--- src/hdl/hep_pkg.sv ---
// ----------------------------------------------------------------------------
// Histogram entropy and percentile package
// Shared types and fixed-point constants for the core.
// ----------------------------------------------------------------------------
package hep_pkg;

    localparam int unsigned DEFAULT_MAX_BINS = 4096;
    localparam logic [31:0] LN2_Q32 = 32'd2977044472;
    localparam logic [20:0] ENTROPY_MAX = 21'd1507328;
    localparam logic [43:0] CUM_MAX = {44{1'b1}};
    localparam logic [16:0] P_ONE = 17'd65536;

    // Configuration register indexes.
    localparam logic [0:0] REG_SAMPLE_COUNT = 1'b0;
    localparam logic [0:0] REG_THRESHOLD    = 1'b1;

    typedef enum logic [3:0] {
        ST_IDLE,
        ST_LOG_SETUP,
        ST_LOG_ITER,
        ST_LOG_SCALE,
        ST_BIN_MUL,
        ST_BIN_ACC,
        ST_N_MUL,
        ST_DIV,
        ST_OUT
    } state_t;

    // Operand selected for the logarithm unit.
    typedef enum logic {
        LOG_SRC_BIN,
        LOG_SRC_N
    } log_src_t;

    // Commands from the controller to the datapath.
    typedef struct packed {
        logic     capture;
        log_src_t log_src;
        logic     log_setup;
        logic     log_iter;
        logic     log_scale;
        logic     bin_mul;
        logic     bin_acc;
        logic     n_mul;
        logic     div_step;
        logic     result_load;
    } dp_cmd_t;

    // Status from the datapath to the controller.
    typedef struct packed {
        logic log_done;
        logic div_done;
        logic last;
    } dp_status_t;

endpackage

--- src/hdl/hep_ctrl.sv ---
// ----------------------------------------------------------------------------
// Histogram entropy and percentile controller
// Sequences the log and multiply-accumulate steps for each bin, then the divide.
// ----------------------------------------------------------------------------
module hep_ctrl (
    input  logic                aclk,
    input  logic                aresetn,
    input  logic                s_axis_tvalid,
    output logic                s_axis_tready,
    output logic                m_axis_tvalid,
    input  logic                m_axis_tready,
    input  hep_pkg::dp_status_t status,
    output hep_pkg::dp_cmd_t    cmd
);
    import hep_pkg::*;

    state_t state_reg, state_next;
    logic   out_valid_reg, out_valid_next;
    logic   log_n_reg, log_n_next;

    // State, output-valid and log-phase registers.
    always_ff @(posedge aclk) begin
        if (!aresetn) begin
            state_reg     <= ST_IDLE;
            out_valid_reg <= 1'b0;
            log_n_reg     <= 1'b0;
        end else begin
            state_reg     <= state_next;
            out_valid_reg <= out_valid_next;
            log_n_reg     <= log_n_next;
        end
    end

    assign m_axis_tvalid = out_valid_reg;
    assign s_axis_tready = (state_reg == ST_IDLE);

    // Next state and commands.
    always_comb begin
        state_next     = state_reg;
        out_valid_next = out_valid_reg && !m_axis_tready;
        log_n_next     = log_n_reg;
        cmd            = '0;
        cmd.log_src    = log_n_reg ? LOG_SRC_N : LOG_SRC_BIN;
        case (state_reg)
            ST_IDLE: begin
                log_n_next = 1'b0;
                if (s_axis_tvalid) begin
                    cmd.capture = 1'b1;
                    state_next  = ST_LOG_SETUP;
                end
            end
            ST_LOG_SETUP: begin
                cmd.log_setup = 1'b1;
                state_next    = ST_LOG_ITER;
            end
            ST_LOG_ITER: begin
                cmd.log_iter = 1'b1;
                if (status.log_done) state_next = ST_LOG_SCALE;
            end
            // The final log of a frame, after the last bin's, is that of the sample count.
            ST_LOG_SCALE: begin
                cmd.log_scale = 1'b1;
                state_next    = log_n_reg ? ST_N_MUL : ST_BIN_MUL;
            end
            ST_BIN_MUL: begin
                cmd.bin_mul = 1'b1;
                state_next  = ST_BIN_ACC;
            end
            ST_BIN_ACC: begin
                cmd.bin_acc = 1'b1;
                if (status.last) begin
                    cmd.log_src   = LOG_SRC_N;
                    cmd.log_setup = 1'b1;
                    log_n_next    = 1'b1;
                    state_next    = ST_LOG_ITER;
                end else begin
                    state_next = ST_IDLE;
                end
            end
            ST_N_MUL: begin
                cmd.n_mul  = 1'b1;
                log_n_next = 1'b0;
                state_next = ST_DIV;
            end
            ST_DIV: begin
                if (status.div_done) begin
                    state_next = ST_OUT;
                end else begin
                    cmd.div_step = 1'b1;
                end
            end
            ST_OUT: begin
                if (!out_valid_reg || m_axis_tready) begin
                    cmd.result_load = 1'b1;
                    out_valid_next  = 1'b1;
                    state_next      = ST_IDLE;
                end
            end
            default: state_next = ST_IDLE;
        endcase
    end

endmodule

--- config.mk ---
export PLATFORM = sky130hd
export DESIGN_NAME = hep_ctrl
export DESIGN_NICKNAME = d
export VERILOG_FILES = /design/src/hdl/hep_pkg.sv /design/src/hdl/hep_ctrl.sv
export SDC_FILE = /design/constraint.sdc
export NUM_CORES = 1
export LEC_CHECK = 0
export ABC_AREA = 0
export BUFFER_PORTS_ARGS = -buffer_cell sky130_fd_sc_hd__buf_4
export CAP_MARGIN = 40
export CORE_AREA = 5 5 42 44
export DETAILED_ROUTE_END_ITERATION = 8
export DIE_AREA = 0 0 47 49
export GPL_TIMING_DRIVEN = 0
export PLACE_DENSITY_LB_ADDON = 0.08
export SYNTH_ARGS = -nofsm -noshare
export SYNTH_HDL_FRONTEND = slang
export SYNTH_SLANG_ARGS = --single-unit
export TNS_END_PERCENT = 10
--- constraint.sdc ---
create_clock -name aclk -period 1.5 [get_ports aclk]
set_clock_uncertainty 0.15 [all_clocks]
set_input_delay 0.225 -clock aclk [delete_from_list [all_inputs] [get_ports aclk]]
set_output_delay 0.225 -clock aclk [all_outputs]
set_load 0.1 [all_outputs]
# Yosys cells after proc, flatten, opt, wreduce, memory -nomap -nowiden
# Index checks and enable logic that the tools add are counted.
[classes]
eq_ne = 13
muxes = 26
reduce_logical = 9
[op_table]
columns = ["cell", "n"]
rows = [
  ["one-hot mux 4 bit (9 select lines)", 1],
  ["equality test 4 x 3 -> 1 bit (second input constant)", 4],
  ["2-to-1 mux 1 bit", 16],
  ["2-to-1 mux 4 bit", 4],
  ["inequality test 2 bit (second input constant)", 5],
  ["equality test 4 x 2 -> 1 bit (second input constant)", 2],
  ["2-to-1 mux 2 bit", 3],
  ["equality test 4 x 1 -> 1 bit (second input constant)", 1],
  ["equality test 4 bit (second input constant)", 1],
  ["logical NOT 4 bit", 1],
  ["one-hot mux 1 bit (2 select lines)", 2],
  ["AND reduction 4 bit", 1],
  ["logical NOT 1 bit", 2],
  ["AND reduction 2 bit", 1],
  ["nonzero test 2 bit", 1],
  ["OR reduction 2 bit", 1],
  ["logical AND 1 bit", 1],
  ["logical OR 1 bit", 1],
]
[totals]
register_bits = 6
output_inout_bits = 12
wordCells = 51

# Logic depth before layout (Yosys ltp)
[depth]
depth_word = 4
ltp_mapped = 5

# Worst setup path after synthesis
# OpenSTA, ideal clock, no wires.
[synth_timing]
path_kind = "register to output"
from = "reg state_reg[0]"
to = "out cmd[9] (netlist name)"
arrival_ns = 4.517
required_time_ns = 1.125
setup_slack_ns = -3.392
path_stages_with_launch = 4
path_buffers = 1
path_cell_list = "dfxtp_1 buf_4 nor4_1 and2_1"
[synth_rtl]
columns = ["element", "line", "source"]
rows = [
  ["start, declared", "hep_ctrl.sv:17", "state_t state_reg, state_next;"],
  ["start signal, assigned", "hep_ctrl.sv:28", "state_reg <= state_next;"],
  ["end, declared", "hep_ctrl.sv:13", "output hep_pkg::dp_cmd_t cmd"],
]

==> flow_summary_export.csv <==
group,metric,value,unit
pwr,seqPwrFrac,22.4,%
pwr,totalPowerFinal,804,uW
finish,fillerInstances,123,
pwr,internal_power,441,uW
synth,post_synth_inst_count,52,
run_status,violations,"negative setup slack",
grt,global_route_wire_length_before_repair,1.95,mm
synth,synth-main-ff-cell,"dfxtp_1",
sta,hold_slack,0.0927,ns
routing,drt-pass1-iter-count,4,
routing,drt_iter0_markers,5,
sta,finalCriticalPeriod,1.86,ns
synth,post_synth_main_area_contributors,"dfxtp_1, nor2b_1, buf_6",
pwr,switching_share,45.1,%
cts,cts_max_level,1,
finish,layoutNonFillerInstCount,97,
finish,post_route_cells_drive_above_1_share,64.2,%
pwr,power.share.combinational,58.4,%
synth,synth.ff_latch_count,6,
grt,grt_pass1_vias,450,
critical_path,cp_max_fo,8,
floorplan,design.core.area,1400,um2
critical_path,cp_slowest_cell,"or3_4",
grt,grt_use_total,11.3,%
sta,slew_violations,0,
sta,hold_viol,0,
pwr,irDropWorstVdd,0.481,mV
synth,synthArstFlopShare,0,%
placed_design,placedCellCount,86,
sta,timing_worst_slew_pin_value,0.331,ns
floorplan,boundaryPins,19,
critical_path,cp_cell_sequence,"buf_6 > nand2b_4 > or3_4 > inv_4 > buf_12",
synth,dominant_cell_by_count_in_the_synthesized_netlist,"dfxtp_1",
finish,areaGrowthSynthToFinish,105,%
finish,final_core_util,62.6,%
routing,drtAntennaViolNets,0,
critical_path,critPathBufInv,3,
routing,wl_per_cell,13.2,um
sta,setup-violations-final,12,
synth,number_of_enable_type_register_cells_in_the_synthesized_netlist,0,
grt,global_route.overflow_total,0,
floorplan,die_x,47,um
synth,synth.cells.most_frequent,"dfxtp_1, nor2_1, nor2b_1",
placed_design,post-dp-hpwl,805,um
pwr,power.density,917,nW/um2
synth,post_synthesis_average_cell_area,8.23,um2
floorplan,die_y,49,um
cts,clkSlewWorstSetupHoldPaths,0.05,ns
critical_path,critical-path-top-delay-family,"simple AND/OR/NAND/NOR gates",
routing,detailroute.via_count,487,
synth,synth_area_leader_cell,"dfxtp_1",
finish,final_nets,90,
cts,tritoncts_num_sinks,6,
synth,synth-seq-area-share,28.1,%
critical_path,timing.critical_path.from_type,"flip-flop",
placed_design,place.gp.congestion,0.707,
synth,syn_nets,59,
grt,antenna_found_initial,0,
floorplan,floorplan.initialDensity,30.5,%
critical_path,cp_data_arrival_time,1.48,ns
worst_hold_path,worstHoldPathType,"input pin to flip-flop",
critical_path,timing.setup.critical_path_class,"flip-flop to output pin",
cts,clk_root_buffer_cell,"clkbuf_4",
placed_design,io_buffer_count,18,
run,cap_violations,0,
sta,fmax,0.538,GHz
floorplan,rows,14,
synth,synth_area,428,um2
run_status,outcome,"finished, violations left",
critical_path,crit_path_max_incr_delay,0.42,ns
cts,number_of_buffers_added_by_the_clock_tree_synthesis_step,3,
cts,cts_tree,"done",
sta,timing.final.crit_share,124,%
routing,routed_via_density,5.02,
pwr,p_switching,363,uW
synth,synth-warning-count,0,
critical_path,critical_path.endpoint_type,"output pin",
finish,antenna_diode_count,0,
cts,ctsLongestPathBuffers,2,
sta,timing.final.ws_setup,-0.359,ns
routing,totalWireLength,1.28,mm
sta,relSlewSlack,77.9,%
floorplan,overall_die_area,2300,um2
sta,unrepaired_setup_endpoints_after_global_routing,"yes",
routing,detail_route.drc_violations,0,
grt,maximum_number_of_pins_on_one_net_before_global_route_repair,11,
critical_path,worst_ep_required,1.12,ns
finish,largest_register_ff_count,4,
synth,synth_cell_types,28,
cts,insertion_delay,0.25,ns
pwr,clockPowerShare,19.3,%
synth,post-synth-top-area-fraction,28.1,%
pwr,leakagePower,0.000375,uW
cts,hold_buffer_count_at_cts,0,
-- power groups by stage --
stage | combinational [uW] | clock (uW) | sequential, uW
after floorplan | 295 | 0 | 180
after global placement | 363 | 0 | 180
after detailed placement | 363 | 0 | 180
after CTS | 407 | 160 | 178
after global routing | 489 | 166 | 181
final | 469 | 155 | 180
-- kinds of logic after synthesis --
family	share of synthesized area (%)
buf+inv	10.5
compound gates	11.4
simple gates	45.3
mux	4.68
flops	28.1
-- layer usage --
metal	share of wire [%]	global-route usage [%]	vias to the layer above
met4	0	2.76	0
met5	0	0	-
met3	5.8	3.69	0
met1	41	14.1	231
met2	54	18.1	17
li1	-	-	239
-- stage by stage --
stage	instance area (um2)	setup TNS, ns	worst slack, ns
global route	877	-3.24	-0.408
finish	877	-2.66	-0.359
floorplan	475	-7.50	-0.939
global placement	631	-0.387	-0.167
detailed placement	631	-0.407	-0.176
CTS	771	-2.17	-0.354
-- cell type report --
type	count	area, um2	share of cell area (%)
plain buffers	4	45.0	5.14
clock buffers	3	22.5	2.57
inverters	2	10.0	1.14
multi-input cells	40	343	39.1
flip-flops and latches	6	123	14.0
well taps	16	20.0	2.28
repair buffers	26	314	35.8
-- repair_timing --
item | in CTS | in global routing
buffers inserted | 2 | 6
setup endpoints to repair | 11 | 12
gates resized for setup | 25 | 13
pin swaps | 2 | 5
-- placed cells by master, fill, tap and decap left out, drive strengths merged --
cell type,count
or3,1
and2,1
nand2b,3
nor2,5
a21boi,1
buf,30
nor3b,1
and3,1
inv,2
a31oi,1
nand3,1
a22oi,1
a21oi,1
nor4b,1
clkbuf,3
mux2i,2
nor2b,5
nor4,1
dfxtp,6
nand3b,1
nand2,5
o211ai,1
nor3,4
nand4b,1
o21a,1
a21o,1
-- final timing paths --
kind / startpoint / endpoint / slack, ns / cells past startpoint
setup / recovery: state_reg[3]$_SDFFE_PN0P_ / cmd[1] / -0.36 / 5
hold / removal: aresetn / m_axis_tvalid$_SDFF_PN0_ / 0.09 / 2
setup reg to reg: state_reg[3]$_SDFFE_PN0P_ / state_reg[1]$_SDFFE_PN0P_ / -0.08 / 6
hold reg to reg: state_reg[3]$_SDFFE_PN0P_ / state_reg[2]$_SDFFE_PN0P_ / 0.40 / 2
Note: power is estimated with default switching activity, not from simulation.
